===== src/hw/rtl/mcprm_pkg.sv =====
// ----------------------------------------------------------------------------
// Power rail monitor package
// Shared types, register indexes, status codes and reset constants.
// ----------------------------------------------------------------------------
package mcprm_pkg;

  localparam int unsigned RAILS   = 5;
  localparam int unsigned RAIL_W  = 3;
  localparam int unsigned AVG_W   = 32;
  localparam int unsigned WEIGHT_W = 17;
  localparam int unsigned ACC_W   = AVG_W + WEIGHT_W;

  localparam logic [WEIGHT_W-1:0] WEIGHT_ONE = 17'h10000;
  localparam logic [AVG_W-1:0]    CURRENT_BIAS = 32'h8000_0000;

  localparam logic [63:0] LIMITS_RESET [RAILS] = '{
    64'd2738252999733306368,
    64'd1152960159571513168,
    64'd1153003109609383136,
    64'd1152960160544606176,
    64'd1152960159480285616
  };
  localparam logic [WEIGHT_W-1:0] WEIGHT_RESET = 17'd6554;

  typedef enum logic [2:0] {
    REG_LIMITS_0 = 3'd0,
    REG_LIMITS_1 = 3'd1,
    REG_LIMITS_2 = 3'd2,
    REG_LIMITS_3 = 3'd3,
    REG_LIMITS_4 = 3'd4,
    REG_V_WEIGHT = 3'd5,
    REG_C_WEIGHT = 3'd6
  } cfg_reg_e;

  typedef enum logic [2:0] {
    STATUS_UNKNOWN  = 3'd0,
    STATUS_NORMAL   = 3'd1,
    STATUS_CHARGING = 3'd2,
    STATUS_WARNING  = 3'd3,
    STATUS_CRITICAL = 3'd4,
    STATUS_DEGRADED = 3'd5
  } status_e;

  typedef enum logic [6:0] {
    S_IDLE  = 7'b0000001,
    S_VA    = 7'b0000010,
    S_VB    = 7'b0000100,
    S_CA    = 7'b0001000,
    S_CB    = 7'b0010000,
    S_SCALE = 7'b0100000,
    S_DONE  = 7'b1000000
  } seq_state_e;

  // Control of the shared multiply-accumulate unit.
  typedef struct packed {
    logic en;
    logic accumulate;
  } mac_ctrl_t;

endpackage


===== src/hw/rtl/mcprm_if.sv =====
// ----------------------------------------------------------------------------
// Power rail monitor channels
// Sample input, result output and configuration write channels.
// ----------------------------------------------------------------------------
interface mcprm_in_if;
  logic               valid;
  logic               ready;
  logic [2:0]         channel;
  logic               sensor_present;
  logic [15:0]        bus_voltage;
  logic signed [15:0] bus_current;

  modport source (output valid, channel, sensor_present, bus_voltage, bus_current,
                  input ready);
  modport sink (input valid, channel, sensor_present, bus_voltage, bus_current,
                output ready);
endinterface

interface mcprm_out_if;
  logic               valid;
  logic               ready;
  logic [2:0]         rail;
  logic [2:0]         status;
  logic               status_changed;
  logic [15:0]        smoothed_voltage;
  logic signed [15:0] smoothed_current;
  logic               any_critical;
  logic               sample_used;

  modport source (output valid, rail, status, status_changed, smoothed_voltage,
                  smoothed_current, any_critical, sample_used, input ready);
  modport sink (input valid, rail, status, status_changed, smoothed_voltage,
                smoothed_current, any_critical, sample_used, output ready);
endinterface

interface mcprm_cfg_if;
  logic        valid;
  logic        ready;
  logic [2:0]  index;
  logic [63:0] data;

  modport source (output valid, index, data, input ready);
  modport sink (input valid, index, data, output ready);
endinterface


===== src/hw/rtl/multi_channel_power_rail_monitor_unit.sv =====
// ----------------------------------------------------------------------------
// Multi-channel power rail monitor
// Per-rail exponential averaging of voltage and current with threshold status.
// ----------------------------------------------------------------------------
// Steps: a blended sample passes VA, VB, CA, CB, SCALE and DONE; a seeding or
// sensor-lost sample VA, SCALE, DONE; an out-of-range channel VA, DONE. DONE
// waits for the output register. A new sample is taken only in IDLE. The single
// shared 32x17 multiply-accumulate unit does four blend products, one scale.
// Reset: all rails return to unknown status with zero averages and unseeded,
// and the limit and weight registers take their default values.
module multi_channel_power_rail_monitor_unit (
  input  logic                 clk_i,
  input  logic                 rst_ni,
  mcprm_in_if.sink             sample_i,
  mcprm_out_if.source          result_o,
  mcprm_cfg_if.sink            cfg_i
);

  localparam int unsigned AW = mcprm_pkg::AVG_W;
  localparam int unsigned WW = mcprm_pkg::WEIGHT_W;
  localparam int unsigned CW = mcprm_pkg::ACC_W;

  // Configuration registers
  logic [63:0]   limits_q [mcprm_pkg::RAILS];
  logic [WW-1:0] v_weight_q, c_weight_q;

  // Per-rail state
  logic [AW-1:0]        vavg_q [mcprm_pkg::RAILS];
  logic [AW-1:0]        cavg_q [mcprm_pkg::RAILS];
  mcprm_pkg::status_e   status_q [mcprm_pkg::RAILS];
  logic [mcprm_pkg::RAILS-1:0] seen_q;

  // Sequencer and latched sample
  mcprm_pkg::seq_state_e state_q, state_d;
  logic [2:0]  ch_q;
  logic        present_q;
  logic [15:0] volt_q;
  logic [15:0] curr_q;
  logic        blend_q;

  // Output register
  logic               out_valid_q;
  logic [2:0]         out_rail_q;
  mcprm_pkg::status_e out_status_q;
  logic               out_changed_q;
  logic [15:0]        out_volt_q;
  logic [15:0]        out_curr_q;
  logic               out_crit_q;
  logic               out_used_q;

  logic        in_range;
  logic [2:0]  idx;
  logic [WW-1:0] wv_eff, wc_eff;
  logic        can_out;

  mcprm_pkg::mac_ctrl_t mac_ctrl;
  logic [AW-1:0] mac_a;
  logic [WW-1:0] mac_b;
  logic [CW-1:0] acc;
  logic [CW-1:0] acc_round;
  logic [AW-1:0] blended;

  // Classification signals
  logic [47:0]  prod;
  logic [15:0]  lim_crit, lim_warn, lim_ilim;
  logic [AW-1:0] cur_avg;
  logic [AW-1:0] mag;
  mcprm_pkg::status_e next_status;
  logic [48:0]  scaled_sum;
  logic [20:0]  scaled;
  logic [15:0]  volt_sat;
  logic [16:0]  cur_round;
  logic         any_crit;

  assign in_range = ch_q < 3'(mcprm_pkg::RAILS);
  assign idx      = in_range ? ch_q : '0;
  assign wv_eff   = v_weight_q[WW-1] ? mcprm_pkg::WEIGHT_ONE : v_weight_q;
  assign wc_eff   = c_weight_q[WW-1] ? mcprm_pkg::WEIGHT_ONE : c_weight_q;
  assign can_out  = !out_valid_q || result_o.ready;

  assign sample_i.ready = (state_q == mcprm_pkg::S_IDLE);
  assign cfg_i.ready    = 1'b1;

  // Operand selection for the shared unit.
  always_comb begin
    mac_ctrl = '0;
    mac_a    = '0;
    mac_b    = '0;
    case (state_q)
      mcprm_pkg::S_VA: begin
        mac_ctrl.en = in_range && present_q && seen_q[idx];
        mac_a       = {volt_q, 16'h0000};
        mac_b       = wv_eff;
      end
      mcprm_pkg::S_VB: begin
        mac_ctrl = '{en: 1'b1, accumulate: 1'b1};
        mac_a    = vavg_q[idx];
        mac_b    = mcprm_pkg::WEIGHT_ONE - wv_eff;
      end
      mcprm_pkg::S_CA: begin
        mac_ctrl.en = 1'b1;
        mac_a       = {curr_q, 16'h0000};
        mac_b       = wc_eff;
      end
      mcprm_pkg::S_CB: begin
        mac_ctrl = '{en: 1'b1, accumulate: 1'b1};
        mac_a    = cavg_q[idx];
        mac_b    = mcprm_pkg::WEIGHT_ONE - wc_eff;
      end
      mcprm_pkg::S_SCALE: begin
        mac_ctrl.en = 1'b1;
        mac_a       = vavg_q[idx];
        mac_b       = {1'b0, limits_q[idx][63:48]};
      end
      default: begin
        mac_ctrl = '0;
      end
    endcase
  end

  mcprm_mac u_mac (
    .clk_i  (clk_i),
    .ctrl_i (mac_ctrl),
    .a_i    (mac_a),
    .b_i    (mac_b),
    .acc_o  (acc)
  );

  // The blended sum stays below 2^48, so rounding cannot overflow.
  assign acc_round = acc + CW'(32768);
  assign blended   = acc_round[47:16];

  // Classification uses the product left by the scale step.
  assign prod     = acc[47:0];
  assign lim_crit = limits_q[idx][15:0];
  assign lim_warn = limits_q[idx][31:16];
  assign lim_ilim = limits_q[idx][47:32];
  assign cur_avg  = cavg_q[idx];
  assign mag      = cur_avg[AW-1] ? (cur_avg - mcprm_pkg::CURRENT_BIAS)
                                  : (mcprm_pkg::CURRENT_BIAS - cur_avg);

  always_comb begin
    if (!present_q) begin
      next_status = mcprm_pkg::STATUS_DEGRADED;
    end else if ((prod[47:28] < {4'h0, lim_crit}) || (mag > {lim_ilim, 16'h0000})) begin
      next_status = mcprm_pkg::STATUS_CRITICAL;
    end else if (prod[47:28] < {4'h0, lim_warn}) begin
      next_status = mcprm_pkg::STATUS_WARNING;
    end else if ((idx == '0) && !cur_avg[AW-1]) begin
      next_status = mcprm_pkg::STATUS_CHARGING;
    end else begin
      next_status = mcprm_pkg::STATUS_NORMAL;
    end
  end

  assign scaled_sum = {1'b0, prod} + 49'(1 << 27);
  assign scaled     = scaled_sum[48:28];
  assign volt_sat   = (|scaled[20:16]) ? 16'hFFFF : scaled[15:0];
  assign cur_round  = ({1'b0, cur_avg[31:16]}) + 17'(cur_avg[15]);
  // Removing the offset of 32768 flips the sign bit.
  always_comb begin
    any_crit = 1'b0;
    for (int i = 0; i < mcprm_pkg::RAILS; i++) begin
      if (in_range && (3'(i) == idx)) begin
        any_crit = any_crit || (next_status == mcprm_pkg::STATUS_CRITICAL);
      end else begin
        any_crit = any_crit || (status_q[i] == mcprm_pkg::STATUS_CRITICAL);
      end
    end
  end

  // Sequencer
  always_comb begin
    state_d = state_q;
    case (state_q)
      mcprm_pkg::S_IDLE: begin
        if (sample_i.valid) begin
          state_d = mcprm_pkg::S_VA;
        end
      end
      mcprm_pkg::S_VA: begin
        if (!in_range) begin
          state_d = mcprm_pkg::S_DONE;
        end else if (present_q && seen_q[idx]) begin
          state_d = mcprm_pkg::S_VB;
        end else begin
          state_d = mcprm_pkg::S_SCALE;
        end
      end
      mcprm_pkg::S_VB:    state_d = mcprm_pkg::S_CA;
      mcprm_pkg::S_CA:    state_d = mcprm_pkg::S_CB;
      mcprm_pkg::S_CB:    state_d = mcprm_pkg::S_SCALE;
      mcprm_pkg::S_SCALE: state_d = mcprm_pkg::S_DONE;
      mcprm_pkg::S_DONE: begin
        if (can_out) begin
          state_d = mcprm_pkg::S_IDLE;
        end
      end
      default: state_d = mcprm_pkg::S_IDLE;
    endcase
  end

  always_ff @(posedge clk_i or negedge rst_ni) begin
    if (!rst_ni) begin
      state_q <= mcprm_pkg::S_IDLE;
    end else begin
      state_q <= state_d;
    end
  end

  // Sample latch
  always_ff @(posedge clk_i) begin
    if (sample_i.valid && sample_i.ready) begin
      ch_q      <= sample_i.channel;
      present_q <= sample_i.sensor_present;
      volt_q    <= sample_i.bus_voltage;
      curr_q    <= sample_i.bus_current ^ 16'h8000;
    end
    if (state_q == mcprm_pkg::S_VA) begin
      blend_q <= in_range && present_q && seen_q[idx];
    end
  end

  // Configuration registers
  always_ff @(posedge clk_i or negedge rst_ni) begin
    if (!rst_ni) begin
      for (int i = 0; i < mcprm_pkg::RAILS; i++) begin
        limits_q[i] <= mcprm_pkg::LIMITS_RESET[i];
      end
      v_weight_q <= mcprm_pkg::WEIGHT_RESET;
      c_weight_q <= mcprm_pkg::WEIGHT_RESET;
    end else if (cfg_i.valid && cfg_i.ready) begin
      case (mcprm_pkg::cfg_reg_e'(cfg_i.index))
        mcprm_pkg::REG_LIMITS_0, mcprm_pkg::REG_LIMITS_1, mcprm_pkg::REG_LIMITS_2,
        mcprm_pkg::REG_LIMITS_3, mcprm_pkg::REG_LIMITS_4: begin
          limits_q[cfg_i.index] <= cfg_i.data;
        end
        mcprm_pkg::REG_V_WEIGHT: v_weight_q <= cfg_i.data[WW-1:0];
        mcprm_pkg::REG_C_WEIGHT: c_weight_q <= cfg_i.data[WW-1:0];
        default: ;
      endcase
    end
  end

  // Per-rail averages, status and seed flags
  always_ff @(posedge clk_i or negedge rst_ni) begin
    if (!rst_ni) begin
      for (int i = 0; i < mcprm_pkg::RAILS; i++) begin
        vavg_q[i]   <= '0;
        cavg_q[i]   <= mcprm_pkg::CURRENT_BIAS;
        status_q[i] <= mcprm_pkg::STATUS_UNKNOWN;
      end
      seen_q <= '0;
    end else begin
      case (state_q)
        mcprm_pkg::S_VA: begin
          // The first sample a rail takes with its sensor present seeds both averages.
          if (in_range && present_q && !seen_q[idx]) begin
            vavg_q[idx] <= {volt_q, 16'h0000};
            cavg_q[idx] <= {curr_q, 16'h0000};
            seen_q[idx] <= 1'b1;
          end
        end
        mcprm_pkg::S_CA: begin
          vavg_q[idx] <= blended;
        end
        mcprm_pkg::S_SCALE: begin
          if (blend_q) begin
            cavg_q[idx] <= blended;
          end
        end
        mcprm_pkg::S_DONE: begin
          if (can_out && in_range) begin
            status_q[idx] <= next_status;
          end
        end
        default: ;
      endcase
    end
  end

  // Output register
  always_ff @(posedge clk_i or negedge rst_ni) begin
    if (!rst_ni) begin
      out_valid_q <= 1'b0;
    end else if ((state_q == mcprm_pkg::S_DONE) && can_out) begin
      out_valid_q <= 1'b1;
    end else if (result_o.ready) begin
      out_valid_q <= 1'b0;
    end
  end

  always_ff @(posedge clk_i) begin
    if ((state_q == mcprm_pkg::S_DONE) && can_out) begin
      out_rail_q <= ch_q;
      out_crit_q <= any_crit;
      if (in_range) begin
        out_status_q  <= next_status;
        out_changed_q <= next_status != status_q[idx];
        out_volt_q    <= volt_sat;
        out_curr_q    <= cur_round[15:0] ^ 16'h8000;
        out_used_q    <= present_q;
      end else begin
        out_status_q  <= mcprm_pkg::STATUS_UNKNOWN;
        out_changed_q <= 1'b0;
        out_volt_q    <= '0;
        out_curr_q    <= '0;
        out_used_q    <= 1'b0;
      end
    end
  end

  assign result_o.valid            = out_valid_q;
  assign result_o.rail             = out_rail_q;
  assign result_o.status           = out_status_q;
  assign result_o.status_changed   = out_changed_q;
  assign result_o.smoothed_voltage = out_volt_q;
  assign result_o.smoothed_current = out_curr_q;
  assign result_o.any_critical     = out_crit_q;
  assign result_o.sample_used      = out_used_q;

endmodule


===== src/hw/rtl/mcprm_mac.sv =====
// ----------------------------------------------------------------------------
// Shared multiply-accumulate unit
// 32 x 17 bit unsigned multiply, either loaded or added into the accumulator.
// ----------------------------------------------------------------------------
module mcprm_mac (
  input  logic                                clk_i,
  input  mcprm_pkg::mac_ctrl_t                ctrl_i,
  input  logic [mcprm_pkg::AVG_W-1:0]         a_i,
  input  logic [mcprm_pkg::WEIGHT_W-1:0]      b_i,
  output logic [mcprm_pkg::ACC_W-1:0]         acc_o
);

  logic [mcprm_pkg::ACC_W-1:0] acc_q, acc_d;
  logic [mcprm_pkg::ACC_W-1:0] prod;

  assign prod = mcprm_pkg::ACC_W'(a_i) * mcprm_pkg::ACC_W'(b_i);

  always_comb begin
    acc_d = acc_q;
    if (ctrl_i.en) begin
      acc_d = (ctrl_i.accumulate ? acc_q : '0) + prod;
    end
  end

  always_ff @(posedge clk_i) begin
    acc_q <= acc_d;
  end

  assign acc_o = acc_q;

endmodule

===== src/flat_wrapper.sv =====
// flat-port wrapper written by rule: the top's interface ports become plain ports
module multi_channel_power_rail_monitor_unit_flat 
  (clk_i, rst_ni, sample_i_valid, sample_i_channel, sample_i_sensor_present, sample_i_bus_voltage, sample_i_bus_current, sample_i_ready, result_o_valid, result_o_rail, result_o_status, result_o_status_changed, result_o_smoothed_voltage, result_o_smoothed_current, result_o_any_critical, result_o_sample_used, result_o_ready, cfg_i_valid, cfg_i_index, cfg_i_data, cfg_i_ready);
  mcprm_in_if sample_i_i ();
  mcprm_out_if result_o_i ();
  mcprm_cfg_if cfg_i_i ();
  input  logic clk_i;
  input  logic rst_ni;
  input wire logic [$bits(sample_i_i.valid)-1:0] sample_i_valid;
  input wire logic [$bits(sample_i_i.channel)-1:0] sample_i_channel;
  input wire logic [$bits(sample_i_i.sensor_present)-1:0] sample_i_sensor_present;
  input wire logic [$bits(sample_i_i.bus_voltage)-1:0] sample_i_bus_voltage;
  input wire logic [$bits(sample_i_i.bus_current)-1:0] sample_i_bus_current;
  output wire logic [$bits(sample_i_i.ready)-1:0] sample_i_ready;
  output wire logic [$bits(result_o_i.valid)-1:0] result_o_valid;
  output wire logic [$bits(result_o_i.rail)-1:0] result_o_rail;
  output wire logic [$bits(result_o_i.status)-1:0] result_o_status;
  output wire logic [$bits(result_o_i.status_changed)-1:0] result_o_status_changed;
  output wire logic [$bits(result_o_i.smoothed_voltage)-1:0] result_o_smoothed_voltage;
  output wire logic [$bits(result_o_i.smoothed_current)-1:0] result_o_smoothed_current;
  output wire logic [$bits(result_o_i.any_critical)-1:0] result_o_any_critical;
  output wire logic [$bits(result_o_i.sample_used)-1:0] result_o_sample_used;
  input wire logic [$bits(result_o_i.ready)-1:0] result_o_ready;
  input wire logic [$bits(cfg_i_i.valid)-1:0] cfg_i_valid;
  input wire logic [$bits(cfg_i_i.index)-1:0] cfg_i_index;
  input wire logic [$bits(cfg_i_i.data)-1:0] cfg_i_data;
  output wire logic [$bits(cfg_i_i.ready)-1:0] cfg_i_ready;
  assign sample_i_i.valid = sample_i_valid;
  assign sample_i_i.channel = sample_i_channel;
  assign sample_i_i.sensor_present = sample_i_sensor_present;
  assign sample_i_i.bus_voltage = sample_i_bus_voltage;
  assign sample_i_i.bus_current = sample_i_bus_current;
  assign sample_i_ready = sample_i_i.ready;
  assign result_o_valid = result_o_i.valid;
  assign result_o_rail = result_o_i.rail;
  assign result_o_status = result_o_i.status;
  assign result_o_status_changed = result_o_i.status_changed;
  assign result_o_smoothed_voltage = result_o_i.smoothed_voltage;
  assign result_o_smoothed_current = result_o_i.smoothed_current;
  assign result_o_any_critical = result_o_i.any_critical;
  assign result_o_sample_used = result_o_i.sample_used;
  assign result_o_i.ready = result_o_ready;
  assign cfg_i_i.valid = cfg_i_valid;
  assign cfg_i_i.index = cfg_i_index;
  assign cfg_i_i.data = cfg_i_data;
  assign cfg_i_ready = cfg_i_i.ready;
  multi_channel_power_rail_monitor_unit u_core (.clk_i(clk_i), .rst_ni(rst_ni), .sample_i(sample_i_i), .result_o(result_o_i), .cfg_i(cfg_i_i));
endmodule

===== config.mk =====
export PLATFORM = sky130hd
export DESIGN_NAME = multi_channel_power_rail_monitor_unit_flat
export DESIGN_NICKNAME = d
export VERILOG_FILES = /design/src/hw/rtl/mcprm_pkg.sv /design/src/hw/rtl/mcprm_if.sv /design/src/hw/rtl/multi_channel_power_rail_monitor_unit.sv /design/src/hw/rtl/mcprm_mac.sv /design/src/flat_wrapper.sv
export SDC_FILE = /design/constraint.sdc
export NUM_CORES = 2
export LEC_CHECK = 0
export BUFFER_PORTS_ARGS = -buffer_cell sky130_fd_sc_hd__buf_2
export CAP_MARGIN = 0
export CORE_MARGIN = 3
export CORE_UTILIZATION = 59
export CTS_BUF_LIST = sky130_fd_sc_hd__clkbuf_4
export CTS_CLUSTER_SIZE = 16
export DETAILED_ROUTE_END_ITERATION = 6
export PLACE_DENSITY_LB_ADDON = 0.25
export SETUP_SLACK_MARGIN = 0.2
export SYNTH_ARGS = -nofsm -noshare
export SYNTH_HDL_FRONTEND = slang
export SYNTH_HIERARCHICAL = 1
export SYNTH_SLANG_ARGS = --single-unit

===== constraint.sdc =====
create_clock -name clk_i -period 9 [get_ports clk_i]
set_input_delay 0 -clock clk_i [delete_from_list [all_inputs] [get_ports clk_i]]
set_output_delay 0 -clock clk_i [all_outputs]
set_load 0.05 [all_outputs]

==> impl_metrics.csv <==
group,metric,value,unit
outcome,status,"finished, final reports clean",
timing,drv_slew,0,
drt,wire_per_inst,24.0,µm
final_layout,final_cell_mix,"nand2_1, inv_1, dfrtp_1",
clock_tree,cts.path.max_buffers,3,
place,io_buffers,150,
min_path,hold_path_depth,3,
drt,wl_met3,22900,µm
timing,period_share,0.955,
floorplan,fp.dieW,321,µm
drt,wl_met1,71300,µm
floorplan,die_h,321,µm
synth,ys_warn_count,6,
timing,max_freq,0.116,GHz
floorplan,coreArea,97400,µm²
synth,synth_area,58400,µm²
clock_tree,path_clk_slew,70,ps
timing,period_needed,8600,ps
drt,highest_layer,"met5",
clock_tree,clk-insertion-delay-late,1180,ps
final_layout,fin_nets,7073,
setup_path,slowest_delay,630,ps
setup_path,r2r_start,"u_core/ch_q[1]",
setup_path,rrSetupSlack,400,ps
place,gp_congestion,0.978,
power_and_ir_drop,p_total,12400,µW
setup_path,path_class,"reg -> reg",
power_and_ir_drop,p_leak,0.0310,µW
min_path,worstHoldEndpoint,"u_core/present_q",
min_path,hold_path_startpoint,"sample_i_sensor_present",
timing,setup_tns,0,ps
timing,tightest_slew,1180,ps
setup_path,cp_max_fo,11,
floorplan,rows,114,
synth,syn-num-nets,6566,
final_layout,areaGrowthSynthToFinish,15.9,%
setup_path,arrival,9440,ps
synth,synthesis.instances,5792,
setup_path,end_kind,"flop",
min_path,min_path_type,"in -> reg",
setup_path,crit_path_top_delay_cell,"a221oi_1",
timing,whs,97.9,ps
floorplan,ios,152,
clock_tree,htree_levels,4,
setup_path,crit_top_cell,"fa_1",
drt,remaining_drc_errors,0,
drt,vias,47500,
global_routing,globalRouteOverflowTotal,0,
drt,viasPerCell,6.11,
final_layout,final_common_cell,"nand2_1",
final_layout,final_layout_size_suffix_gt1_frac,0.219,
synth,avgSynthCellArea,10.1,µm²
setup_path,rr_endpoint,"u_core/u_mac/acc_o[41]",
job,drv_cap,0,
drt,ant_nets,0,
floorplan,die_area,103000,µm²
drt,drt_pass1_iterations,7,
global_routing,grt_pass1_wl,286000,µm
setup_path,cp.required,9840,ps
timing,rsz0062_at_grt,"yes",
drt,wl,186000,µm
global_routing,grt_max_degree,175,
drt,wl_met2,82600,µm
clock_tree,tritoncts,"yes",
clock_tree,root_buffer,"clkbuf_4",
timing,relSlewSlack,0.212,
setup_path,worst-r2r-cell-count,30,
floorplan,initial_utilization,0.600,
timing,finalClockSkew,95.6,ps
setup_path,cp-start-kind,"flop",
drt,first_iter_violations,5279,
timing,setup_viol,0,
global_routing,grt_use_total,0.364,
clock_tree,clock_sinks,828,
timing,hold_viol,0,
power_and_ir_drop,ir_worst_vdd,128,µV
clock_tree,numCtsBuffers,216,
global_routing,grt_pass1_vias,48400,
global_routing,antenna_found_initial,9,
place,hpwl,125000,µm
power_and_ir_drop,powerDensity,183,nW/µm²
-- power breakdown --
group	leakage [µW]	switching [µW]	internal [µW]	total [µW]
clock	0.00176	1700	1810	3510
sequential	0.0101	449	4560	5010
combinational	0.0191	2330	1520	3850
-- routing by layer --
layer  vias to the layer above  global-route usage
li1                      20500                   -
met1                     23500               0.482
met2                      2828               0.549
met3                       593               0.118
met4                         6               0.163
met5                         -             0.00509
-- critical path: cells and delay by family, from the launching register on --
kind / cells / cell delay, ps
buffers and inverters: 6 / 640
flip-flops: 1 / 550
adder cells (fa/ha/maj): 7 / 3420
AO/OA/AOI/OAI: 10 / 2270
XOR/XNOR: 1 / 80
AND/OR/NAND/NOR: 6 / 1330
-- stage by stage --
step | util | area [µm²] | cells | setup WS [ps]
final | 0.695 | 67700 | 7765 | 401
after global routing | 0.695 | 67700 | 7764 | 104
after CTS | 0.687 | 66900 | 7725 | 219
after detailed placement | 0.633 | 61700 | 7106 | 54.5
after global placement | 0.633 | 61700 | 7106 | 74.1
after floorplan | - | 58400 | 5792 | 469
-- timing repair --
item,4_1_cts,5_1_grt
hold buffers,219,0
gates resized for setup,14,93
endpoints found under the hold margin,760,0
setup buffers,1,25
pin swaps,1,42
setup endpoints to repair,12,20
gates cloned,0,6
-- worst max-delay path by stage --
stage / start / endpoint / slack (ps) / cells after the start
2_1_floorplan: u_core/ch_q[1] / u_core/u_mac/acc_o[39] / 470 / 35
3_3_place_gp: u_core/ch_q[1] / u_core/u_mac/acc_o[47] / 70 / 29
3_5_place_dp: u_core/state_q[0] / u_core/u_mac/acc_o[46] / 50 / 32
4_1_cts: u_core/state_q[5] / u_core/u_mac/acc_o[41] / 220 / 34
5_1_grt: u_core/state_q[3] / u_core/u_mac/acc_o[45] / 100 / 32
6_report: u_core/ch_q[1] / u_core/u_mac/acc_o[41] / 400 / 30
-- flip-flops by register name, summed over array words and instances (netlist names), 7 cells and up --
signal and cells:
u_core/limits_q 320, u_core/cavg_q 160, u_core/vavg_q 160, u_core/u_mac/acc_o 48, u_core/c_weight_q 17, u_core/v_weight_q 17, u_core/curr_q 16, u_core/result_o.smoothed_current 16
u_core/result_o.smoothed_voltage 16, u_core/volt_q 16, u_core/status_q 15, u_core/state_q 7
-- area by class of cell --
cell class	instances	area (µm²)
Inverter	628	2360
Multi-Input combinational cell	3991	33800
Clock buffer	347	2610
Clock inverter	52	342
Sequential cell	828	21500
Fill cell	7308	29700
Tap cell	1276	1600
Antenna cell	9	22.5
Timing Repair Buffer	634	5470
No activity file was read; power rests on OpenSTA's default activity.
